**src/rtl/audio_fir_convolver_defines.svh**
```systemverilog
// ----------------------------------------------------------------------------
// Audio FIR convolver assertion macros
// Shared concurrent-assertion shorthands, clocked on clk_i, off in reset.
// ----------------------------------------------------------------------------
`ifndef AUDIO_FIR_CONVOLVER_DEFINES_SVH
`define AUDIO_FIR_CONVOLVER_DEFINES_SVH

// Same-cycle implication.
`define AFC_ASSERT_IMPL(label, ante, cons) \
  label: assert property (@(posedge clk_i) disable iff (!rst_ni) (ante) |-> (cons)) \
    else $error("audio_fir_convolver: same-cycle check failed");

// Next-cycle implication.
`define AFC_ASSERT_NEXT(label, ante, cons) \
  label: assert property (@(posedge clk_i) disable iff (!rst_ni) (ante) |=> (cons)) \
    else $error("audio_fir_convolver: next-cycle check failed");

`endif

```
**src/rtl/afc_pkg.sv**
```systemverilog
// ----------------------------------------------------------------------------
// Audio FIR convolver package
// Payload types, op codes, saturation limits and MAC control struct.
// ----------------------------------------------------------------------------
package afc_pkg;

  typedef logic signed [15:0] sample_t;
  typedef logic [5:0]         tap_index_t;
  typedef logic [6:0]         num_taps_t;
  typedef logic [1:0]         op_t;

  typedef enum logic [1:0] {
    OP_LOAD   = 2'd0,
    OP_SAMPLE = 2'd1,
    OP_FLUSH  = 2'd2
  } afc_op_e;

  localparam int        FRAC_BITS    = 15;
  localparam sample_t   SAT_MAX      = 16'sh7FFF;
  localparam sample_t   SAT_MIN      = 16'sh8000;
  localparam num_taps_t NUM_TAPS_RST = 7'd1;

  // Control from the sequencer to the multiply-accumulate unit.
  typedef struct packed {
    logic clear;  // zero the accumulator
    logic feed;   // tap/sample operands are valid this cycle
    logic keep;   // sample lies inside the filled history, else counts as zero
  } mac_ctrl_t;

endpackage

```
**src/rtl/afc_in_if.sv**
```systemverilog
// ----------------------------------------------------------------------------
// Audio FIR convolver input channel
// Valid/ready channel carrying one op with its tap index and sample value.
// ----------------------------------------------------------------------------
interface afc_in_if;
  logic               valid;
  logic               ready;
  afc_pkg::op_t       op;
  afc_pkg::tap_index_t tap_index;
  afc_pkg::sample_t   sample_value;

  modport source (output valid, output op, output tap_index, output sample_value,
                  input ready);
  modport sink   (input valid, input op, input tap_index, input sample_value,
                  output ready);
endinterface

```
**src/rtl/afc_out_if.sv**
```systemverilog
// ----------------------------------------------------------------------------
// Audio FIR convolver output channel
// Valid/ready channel carrying one output sample and the end-of-tail flag.
// ----------------------------------------------------------------------------
interface afc_out_if;
  logic             valid;
  logic             ready;
  afc_pkg::sample_t out_sample;
  logic             last_of_tail;

  modport source (output valid, output out_sample, output last_of_tail, input ready);
  modport sink   (input valid, input out_sample, input last_of_tail, output ready);
endinterface

```
**src/rtl/afc_cfg_if.sv**
```systemverilog
// ----------------------------------------------------------------------------
// Audio FIR convolver configuration channel
// Valid/ready write channel for the tap count register.
// ----------------------------------------------------------------------------
interface afc_cfg_if;
  logic                valid;
  logic                ready;
  afc_pkg::num_taps_t  num_taps;

  modport source (output valid, output num_taps, input ready);
  modport sink   (input valid, input num_taps, output ready);
endinterface

```
**src/rtl/afc_mac.sv**
```systemverilog
// ----------------------------------------------------------------------------
// Audio FIR convolver multiply-accumulate unit
// One registered 16x16 product per cycle into a wide accumulator, Q15 output.
// ----------------------------------------------------------------------------
module afc_mac #(
  parameter int ACC_W = 38
) (
  input  logic                clk_i,
  input  logic                rst_ni,
  input  afc_pkg::mac_ctrl_t  ctrl_i,
  input  afc_pkg::sample_t    tap_i,
  input  afc_pkg::sample_t    smp_i,
  output logic                busy_o,
  output afc_pkg::sample_t    result_o
);
  import afc_pkg::*;

  localparam logic signed [ACC_W-1:0] ONE_Q30  = ACC_W'(64'sd1 << (2 * FRAC_BITS));
  localparam logic signed [ACC_W-1:0] ROUND_TZ = ACC_W'((64'sd1 << FRAC_BITS) - 64'sd1);

  logic signed [31:0]      prod_q;
  logic                    feed_q;
  logic signed [ACC_W-1:0] acc_q;
  logic signed [ACC_W-1:0] acc_adj;

  always_ff @(posedge clk_i or negedge rst_ni) begin
    if (!rst_ni) begin
      feed_q <= 1'b0;
      prod_q <= '0;
      acc_q  <= '0;
    end else begin
      feed_q <= ctrl_i.feed;
      if (ctrl_i.feed) begin
        prod_q <= ctrl_i.keep ? tap_i * smp_i : 32'sd0;
      end
      if (ctrl_i.clear) begin
        acc_q <= '0;
      end else if (feed_q) begin
        acc_q <= acc_q + ACC_W'(prod_q);
      end
    end
  end

  // Bias negatives so the arithmetic shift truncates toward zero.
  assign acc_adj = acc_q + (acc_q[ACC_W-1] ? ROUND_TZ : '0);

  always_comb begin
    priority if (acc_q >= ONE_Q30) begin
      result_o = SAT_MAX;
    end else if (acc_q < -ONE_Q30) begin
      result_o = SAT_MIN;
    end else begin
      result_o = acc_adj[FRAC_BITS +: 16];
    end
  end

  assign busy_o = feed_q;

endmodule

```
**src/rtl/audio_fir_convolver.sv**
```systemverilog
// ----------------------------------------------------------------------------
// Audio FIR convolver
// Direct-form FIR: full linear convolution of 16-bit audio with loaded taps.
// ----------------------------------------------------------------------------
// Usage: load the impulse response with load-tap items (op 0, one tap per
// transfer), set the tap count N on the configuration channel, then send
// samples (op 1); every sample returns one output, the Q15 sum of tap[m] times
// sample[n-m] over N terms, truncated toward zero and saturated to 16 bits.
// A flush item (op 2) returns the N-1 tail outputs, flags the last with
// last_of_tail and leaves the history cleared; with N of 1 it returns nothing.
// One shared multiply-accumulate unit walks the taps one per cycle: each
// issue step reads one tap and one sample, the last product is then formed
// and added, and the output is registered; a flush repeats this walk for
// each tail output. Load items and unused op codes return no output.
// The input stays not-ready while a sum is being formed; a finished output
// sits in its own register, so the next item is accepted while it waits.
// The history is not swept at reset or flush: a fill count marks how many
// recent slots are live and older slots read as zero.
// ----------------------------------------------------------------------------
`include "audio_fir_convolver_defines.svh"

module audio_fir_convolver #(
  parameter int MAX_TAPS = 64
) (
  input  logic      clk_i,
  input  logic      rst_ni,
  afc_cfg_if.sink   cfg_i,
  afc_in_if.sink    in_i,
  afc_out_if.source out_o
);
  import afc_pkg::*;

  localparam int AW    = $clog2(MAX_TAPS);
  localparam int CW    = $clog2(MAX_TAPS + 1);
  localparam int ACC_W = 32 + $clog2(MAX_TAPS);

  typedef enum logic [1:0] {
    ST_IDLE,
    ST_MAC,
    ST_DRAIN
  } state_e;

  // Tap and history memories, no reset.
  sample_t tap_mem  [MAX_TAPS];
  sample_t hist_mem [MAX_TAPS];
  sample_t tap_rd_q;
  sample_t hist_rd_q;

  state_e          state_q;
  logic [AW-1:0]   ptr_q;      // next history write slot
  logic [CW-1:0]   fill_q;     // live history slots since reset or flush
  num_taps_t       num_taps_q;
  logic [CW-1:0]   cnt_q;      // taps in use for the current item
  logic [CW-1:0]   tail_q;     // tail outputs still owed, current one included
  logic            is_flush_q;
  logic [AW-1:0]   m_q;        // tap being issued
  logic [AW-1:0]   rd_q;       // history slot being issued
  logic            s1_q;       // read data valid
  logic            keep1_q;
  logic            out_valid_q;
  sample_t         out_sample_q;
  logic            out_last_q;

  logic            in_take;
  logic            cfg_take;
  logic [CW-1:0]   count_use;
  logic [AW-1:0]   ptr_inc;
  logic [AW-1:0]   rd_dec;
  logic [CW-1:0]   fill_inc;
  logic            issue;
  logic            last_issue;
  logic            more_tail;
  logic            out_free;
  logic            emit;
  logic            tap_we;
  logic            hist_we;
  sample_t         hist_wd;
  mac_ctrl_t       mac_ctrl;
  logic            mac_busy;
  sample_t         mac_result;

  // --------------------------------------------------------------------------
  // Handshakes
  // --------------------------------------------------------------------------
  assign in_i.ready  = (state_q == ST_IDLE);
  assign cfg_i.ready = 1'b1;
  assign in_take     = in_i.valid && in_i.ready;
  assign cfg_take    = cfg_i.valid && cfg_i.ready;

  assign out_o.valid        = out_valid_q;
  assign out_o.out_sample   = out_sample_q;
  assign out_o.last_of_tail = out_last_q;

  // Tap count in use: zero acts as one, anything past the store acts as full.
  always_comb begin
    priority if (num_taps_q == '0) begin
      count_use = CW'(1);
    end else if (int'(num_taps_q) > MAX_TAPS) begin
      count_use = CW'(MAX_TAPS);
    end else begin
      count_use = CW'(num_taps_q);
    end
  end

  // Circular history pointers.
  assign ptr_inc  = (ptr_q == AW'(MAX_TAPS - 1)) ? '0 : ptr_q + AW'(1);
  assign rd_dec   = (rd_q == '0) ? AW'(MAX_TAPS - 1) : rd_q - AW'(1);
  assign fill_inc = (fill_q == CW'(MAX_TAPS)) ? fill_q : fill_q + CW'(1);

  assign issue      = (state_q == ST_MAC);
  assign last_issue = issue && (CW'(m_q) == cnt_q - CW'(1));
  assign more_tail  = (tail_q > CW'(1));
  assign out_free   = !out_valid_q || out_o.ready;
  assign emit       = (state_q == ST_DRAIN) && !s1_q && !mac_busy && out_free;

  // Tap loads beyond the store are dropped.
  assign tap_we = in_take && (in_i.op == OP_LOAD) && (int'(in_i.tap_index) < MAX_TAPS);

  // Every push into the history restarts the MAC walk: a sample, the first
  // zero of a flush with more than one tap, and each further tail zero.
  always_comb begin
    hist_we = 1'b0;
    hist_wd = '0;
    if (in_take && (in_i.op == OP_SAMPLE)) begin
      hist_we = 1'b1;
      hist_wd = in_i.sample_value;
    end else if (in_take && (in_i.op == OP_FLUSH) && (count_use != CW'(1))) begin
      hist_we = 1'b1;
    end else if (emit && is_flush_q && more_tail) begin
      hist_we = 1'b1;
    end
  end

  // --------------------------------------------------------------------------
  // Memories
  // --------------------------------------------------------------------------
  always_ff @(posedge clk_i) begin
    if (tap_we) begin
      tap_mem[AW'(in_i.tap_index)] <= in_i.sample_value;
    end
    tap_rd_q <= tap_mem[m_q];
  end

  always_ff @(posedge clk_i) begin
    if (hist_we) begin
      hist_mem[ptr_q] <= hist_wd;
    end
    hist_rd_q <= hist_mem[rd_q];
  end

  // --------------------------------------------------------------------------
  // Shared multiply-accumulate
  // --------------------------------------------------------------------------
  assign mac_ctrl.clear = hist_we;
  assign mac_ctrl.feed  = s1_q;
  assign mac_ctrl.keep  = keep1_q;

  afc_mac #(
    .ACC_W (ACC_W)
  ) u_mac (
    .clk_i    (clk_i),
    .rst_ni   (rst_ni),
    .ctrl_i   (mac_ctrl),
    .tap_i    (tap_rd_q),
    .smp_i    (hist_rd_q),
    .busy_o   (mac_busy),
    .result_o (mac_result)
  );

  // --------------------------------------------------------------------------
  // Sequencer
  // --------------------------------------------------------------------------
  always_ff @(posedge clk_i or negedge rst_ni) begin
    if (!rst_ni) begin
      state_q      <= ST_IDLE;
      ptr_q        <= '0;
      fill_q       <= '0;
      num_taps_q   <= NUM_TAPS_RST;
      cnt_q        <= CW'(1);
      tail_q       <= '0;
      is_flush_q   <= 1'b0;
      m_q          <= '0;
      rd_q         <= '0;
      s1_q         <= 1'b0;
      keep1_q      <= 1'b0;
      out_valid_q  <= 1'b0;
      out_sample_q <= '0;
      out_last_q   <= 1'b0;
    end else begin
      if (cfg_take) begin
        num_taps_q <= cfg_i.num_taps;
      end
      s1_q    <= issue;
      keep1_q <= (CW'(m_q) < fill_q);
      // Drop the output once taken, unless a new one replaces it this cycle.
      if (out_valid_q && out_o.ready && !emit) begin
        out_valid_q <= 1'b0;
      end

      unique case (state_q)
        ST_IDLE: begin
          if (in_take) begin
            cnt_q <= count_use;
            unique case (in_i.op)
              OP_SAMPLE: begin
                is_flush_q <= 1'b0;
              end
              OP_FLUSH: begin
                is_flush_q <= 1'b1;
                tail_q     <= count_use - CW'(1);
                // Single tap: nothing to emit, clear the history now.
                if (count_use == CW'(1)) begin
                  ptr_q  <= '0;
                  fill_q <= '0;
                end
              end
              default: begin
              end
            endcase
          end
        end
        ST_MAC: begin
          m_q  <= m_q + AW'(1);
          rd_q <= rd_dec;
          if (last_issue) begin
            state_q <= ST_DRAIN;
          end
        end
        ST_DRAIN: begin
          if (emit) begin
            out_valid_q  <= 1'b1;
            out_sample_q <= mac_result;
            out_last_q   <= is_flush_q && !more_tail;
            if (is_flush_q && more_tail) begin
              tail_q <= tail_q - CW'(1);
            end else begin
              state_q <= ST_IDLE;
              if (is_flush_q) begin
                ptr_q  <= '0;
                fill_q <= '0;
              end
            end
          end
        end
        default: begin
          state_q <= ST_IDLE;
        end
      endcase

      // Push into the history and start a new walk from the newest sample.
      if (hist_we) begin
        ptr_q   <= ptr_inc;
        fill_q  <= fill_inc;
        rd_q    <= ptr_q;
        m_q     <= '0;
        state_q <= ST_MAC;
      end
    end
  end

  // --------------------------------------------------------------------------
  // Assertions
  // --------------------------------------------------------------------------
  `AFC_ASSERT_IMPL(a_idle_pipe_empty, state_q == ST_IDLE, !s1_q && !mac_busy)
  `AFC_ASSERT_IMPL(a_issue_in_range, state_q == ST_MAC, CW'(m_q) < cnt_q)
  `AFC_ASSERT_NEXT(a_last_clears, emit && is_flush_q && !more_tail, ptr_q == '0 && fill_q == '0 && state_q == ST_IDLE)

endmodule

```
**src/flat_wrapper.sv**
```systemverilog
// flat-port wrapper written by rule: the top's interface ports become plain ports
module audio_fir_convolver_flat import afc_pkg::*;
#(
  parameter int MAX_TAPS = 64
)
  (clk_i, rst_ni, cfg_i_valid, cfg_i_num_taps, cfg_i_ready, in_i_valid, in_i_op, in_i_tap_index, in_i_sample_value, in_i_ready, out_o_valid, out_o_out_sample, out_o_last_of_tail, out_o_ready);
  afc_cfg_if cfg_i_i ();
  afc_in_if in_i_i ();
  afc_out_if out_o_i ();
  input  logic clk_i;
  input  logic rst_ni;
  input wire logic [$bits(cfg_i_i.valid)-1:0] cfg_i_valid;
  input wire logic [$bits(cfg_i_i.num_taps)-1:0] cfg_i_num_taps;
  output wire logic [$bits(cfg_i_i.ready)-1:0] cfg_i_ready;
  input wire logic [$bits(in_i_i.valid)-1:0] in_i_valid;
  input wire logic [$bits(in_i_i.op)-1:0] in_i_op;
  input wire logic [$bits(in_i_i.tap_index)-1:0] in_i_tap_index;
  input wire logic [$bits(in_i_i.sample_value)-1:0] in_i_sample_value;
  output wire logic [$bits(in_i_i.ready)-1:0] in_i_ready;
  output wire logic [$bits(out_o_i.valid)-1:0] out_o_valid;
  output wire logic [$bits(out_o_i.out_sample)-1:0] out_o_out_sample;
  output wire logic [$bits(out_o_i.last_of_tail)-1:0] out_o_last_of_tail;
  input wire logic [$bits(out_o_i.ready)-1:0] out_o_ready;
  assign cfg_i_i.valid = cfg_i_valid;
  assign cfg_i_i.num_taps = cfg_i_num_taps;
  assign cfg_i_ready = cfg_i_i.ready;
  assign in_i_i.valid = in_i_valid;
  assign in_i_i.op = in_i_op;
  assign in_i_i.tap_index = in_i_tap_index;
  assign in_i_i.sample_value = in_i_sample_value;
  assign in_i_ready = in_i_i.ready;
  assign out_o_valid = out_o_i.valid;
  assign out_o_out_sample = out_o_i.out_sample;
  assign out_o_last_of_tail = out_o_i.last_of_tail;
  assign out_o_i.ready = out_o_ready;
  audio_fir_convolver #(.MAX_TAPS(MAX_TAPS)) u_core (.clk_i(clk_i), .rst_ni(rst_ni), .cfg_i(cfg_i_i), .in_i(in_i_i), .out_o(out_o_i));
endmodule
```
**config.mk**
```make
export PLATFORM = sky130hd
export DESIGN_NAME = audio_fir_convolver_flat
export DESIGN_NICKNAME = d
export VERILOG_FILES = /design/src/rtl/afc_pkg.sv /design/src/rtl/afc_in_if.sv /design/src/rtl/afc_out_if.sv /design/src/rtl/afc_cfg_if.sv /design/src/rtl/afc_mac.sv /design/src/rtl/audio_fir_convolver.sv /design/src/flat_wrapper.sv
export VERILOG_INCLUDE_DIRS = /design/src /design/src/rtl
export SDC_FILE = /design/constraint.sdc
export NUM_CORES = 2
export LEC_CHECK = 0
export ABC_AREA = 1
export BUFFER_PORTS_ARGS = -buffer_cell sky130_fd_sc_hd__buf_4
export CAP_MARGIN = 20
export CORE_AREA = 2 2 402 404
export DETAILED_ROUTE_END_ITERATION = 12
export DIE_AREA = 0 0 404 406
export GPL_TIMING_DRIVEN = 1
export PLACE_DENSITY_LB_ADDON = 0.05
export SLEW_MARGIN = 20
export SYNTH_ARGS = -nofsm -noshare
export SYNTH_HDL_FRONTEND = slang
export SYNTH_SLANG_ARGS = --single-unit
export TNS_END_PERCENT = 100
```
**constraint.sdc**
```tcl
create_clock -name clk_i -period 10.75 [get_ports clk_i]
set_input_delay 1.6125 -clock clk_i [delete_from_list [all_inputs] [get_ports clk_i]]
set_output_delay 1.6125 -clock clk_i [all_outputs]
set_load 0.05 [all_outputs]
```
==> out/qor.yml <==
global_routing:
  grt_pass1_wl_um: 424000
  grt_pass1_vias: 68500
  grt_max_degree: 234
  track_usage_pct: 34.5
  antenna_found_initial: 13
  grt-ovfl-total: 0
timing:
  rsz0062_at_grt: "false"
  slew_viol_final: 0
  fmax_mhz: 159
  period_needed_ns: 6.27
  setup_tns_ns: 0
  worst_pin_slew_ns: 1.28
  relSlewSlack_pct: 14.8
  hold_violations: 0
  setup_viol: 0
  skew_ns: 0.0563
  period_share_pct: 58.4
cts:
  path_clk_slew_ns: 0.06
  cts.sinks: 2220
  clock_latency_ns: 0.87
  cts_setup_buffers: 0
  cts_tree: "done"
  max-clock-path-buffers: 3
  cts_buffers: 216
  hold_buffers: 0
  cts-root-buf: "clkbuf_16"
  cts-resized-gates: 0
  htree_levels: 4
placed_design:
  place_congestion: 0.946
  io_buffers: 54
  hpwl_um: 171000
worst_setup_path:
  rr_worst_depth: 20
  arrival_ns: 6.99
  cp-start-kind: "flip-flop"
  critPathKind: "reg -> reg"
  required_ns: 11.47
  startpoint: "u_core.hist_rd_q[1]"
  end_kind: "flip-flop"
  cp_max_fo: 16
  r2r_start: "u_core.hist_rd_q[1]"
layout:
  area_growth_syn_to_layout_pct: 9.27
  drive_gt1_share_pct: 6.50
  layout_commonest_cell: "edfxtp_1"
  nFillCells: 11400
  mostFrequentLayoutCells: "2,048 x edfxtp_1, 1,682 x nand2_1, 1,442 x nor2_1, 1,087 x o21ai_0, 759 x inv_1"
  final_nets: 9886
die:
  fp.dieW_um: 404
  fp-row-count: 147
  ios: 56
  dieArea_mm2: 0.164
  die_h_um: 406
  coreArea_mm2: 0.160
  initial_utilization_pct: 64.7
logic_synthesis:
  synth_edf_count: 2048
  netlist_area_mm2: 0.103
  synth_seq_cells: 2220
  syn_avg_cell_area_um2: 10.9
  ys_warn_count: 0
  synth-main-ff-cell: "edfxtp_1"
  synth_cells: 9496
  ys_types: 53
  yosysTopAreaCellShare_pct: 59.6
  syn_nets: 9947
  async_reset_ff_share_pct: 6.31
  synth_top_area_cell: "edfxtp_1"
  ys_seq_area_share_pct: 63.6
  synthTopCellsByArea: "edfxtp_1 60%, nand2_1 6.1%, nor2_1 5.3%, o21ai_0 5.3%, fa_1 5.1%"
run_status:
  outcome: "finished clean"
detailed_routing:
  dr.first_iter.drc_count: 10300
  wire_per_inst_um: 24.2
  via_per_inst: 6.17
  wl_met1_um: 115000
  drt_wl_total_um: 283000
  met3_length_um: 28100
  drtPass1Iterations: 6
  vias: 72300
  wl_met2_um: 130000
  top_layer: "met5"
  ant_nets: 0
  drc_errors: 0
min_path:
  worstHoldStart: "u_core.is_flush_q"
  min_path_type: "reg -> reg"
  min_path_cells: 2
run:
  maxCapViolations: 0
[area by class of cell]
| class | instances | area (um2) | area share, % |
|---|---|---|---|
| Sequential cell | 2220 | 65700 | 58.2 |
| Multi-Input combinational cell | 5978 | 32500 | 28.9 |
| Clock buffer | 279 | 5760 | 5.10 |
| Inverter | 777 | 2950 | 2.62 |
| Tap cell | 2086 | 2610 | 2.31 |
| Timing Repair Buffer | 242 | 1910 | 1.70 |
| Clock inverter | 121 | 1290 | 1.14 |
| Antenna cell | 20 | 50.0 | 0.0444 |
[cells in the mapped netlist (2+ instances only)]
cell       instances
or2_2             19
a21o_1             6
edfxtp_1        2048
nand4_1           37
clkinv_1           2
o22ai_1          387
nand3b_1          15
o21ai_1           30
and2_1             3
o211ai_1         121
o221ai_1          15
nor4_1             5
nand3_4            3
a22o_1             5
inv_2             10
dfstp_2            2
nor2_2             5
clkbuf_1         318
o21ai_0         1087
buf_4             18
dfxtp_1           32
nor2_8             2
nor3_1            29
dfrtp_1          138
ha_1             152
a2bb2oi_1          2
a21oi_1          146
nand2_1         1682
xnor2_1           21
nor2_1          1462
nand3_1          421
fa_1             263
a21boi_0          11
and3_1             5
xor2_1            14
inv_1            764
nand2_2            6
buf_6              5
o21bai_1          14
buf_2            146
buf_1             33
[flip-flops by register name, indices dropped and copies added (netlist names), 6 cells and up]
register                 count
u_core.hist_mem           1024
u_core.tap_mem            1024
u_core.u_mac.acc_q          38
u_core.u_mac.prod_q         32
u_core.hist_rd_q            16
u_core.out_o.out_sample     16
u_core.tap_rd_q             16
u_core.cnt_q                 7
u_core.fill_q                7
u_core.num_taps_q            7
u_core.tail_q                7
u_core.m_q                   6
u_core.ptr_q                 6
u_core.rd_q                  6
[metal layers]
layer / track usage (%) / vias to the layer above
met5: 0 / -
met4: 12.9 / 2
met3: 5.48 / 479
met2: 52.9 / 3893
met1: 50.4 / 35300
li1: - / 32600
[path summary, 6_finish.rpt]
check / end / slack (ns)
worst max-delay path: u_core.u_mac.prod_q[31] / 4.48
worst min-delay path: u_core.is_flush_q / 0.51
worst max register to register: u_core.u_mac.prod_q[31] / 4.48
worst min register to register: u_core.is_flush_q / 0.51
max in group asynchronous: u_core.m_q[0] / 8.86
min in group asynchronous: u_core.rd_q[0] / 0.65
[worst max-delay path, cell delays in order (launching register included)]
cell	delay (ns)
dfxtp_1	0.77
nand2_1	0.20
inv_1	0.16
fa_1	0.54
fa_1	0.89
fa_1	0.60
fa_1	0.58
inv_1	0.05
fa_1	0.47
fa_1	0.52
inv_1	0.05
ha_1	0.32
a21oi_1	0.17
a21boi_0	0.27
nand2_1	0.09
a21oi_1	0.12
nand2_1	0.08
inv_1	0.06
nand2_1	0.05
nand3_1	0.07
nand2_1	0.07
[per-stage QoR]
step                      hold WS [ns]  area, um2  instances  util (%)  setup slack (ns)
final                            0.512     113000      11700      70.6              4.48
after global routing             0.549     113000      11700      70.6              4.11
after CTS                        0.521     113000      11700      70.6              4.52
after detailed placement         0.507     106000      11300      66.2              4.52
after global placement           0.495     106000      11300      66.2              4.52
after floorplan                  0.431     103000       9496         -              5.29
[cells by family (layout without fill, tap and decap cells)]
| kind of cell | after synthesis | after routing | share of synthesized area (%) |
|---|---|---|---|
| and+or+nand+nor | 3698 | 3698 | 14.3 |
| DFF | 2220 | 2220 | 63.6 |
| AOI/OAI and AO/OA | 1828 | 1828 | 9.79 |
| buffers and inverters | 1298 | 1419 | 5.00 |
| adders and majority gates | 415 | 415 | 6.94 |
| xor gates and xnor gates | 35 | 35 | 0.297 |
| other | 1 | 21 | 0.00363 |
| muxes | 1 | 1 | 0.0109 |
Power is left out: the tool's default activity adds up to more than one toggle a clock period on the data nets, which glitch-free logic cannot reach.
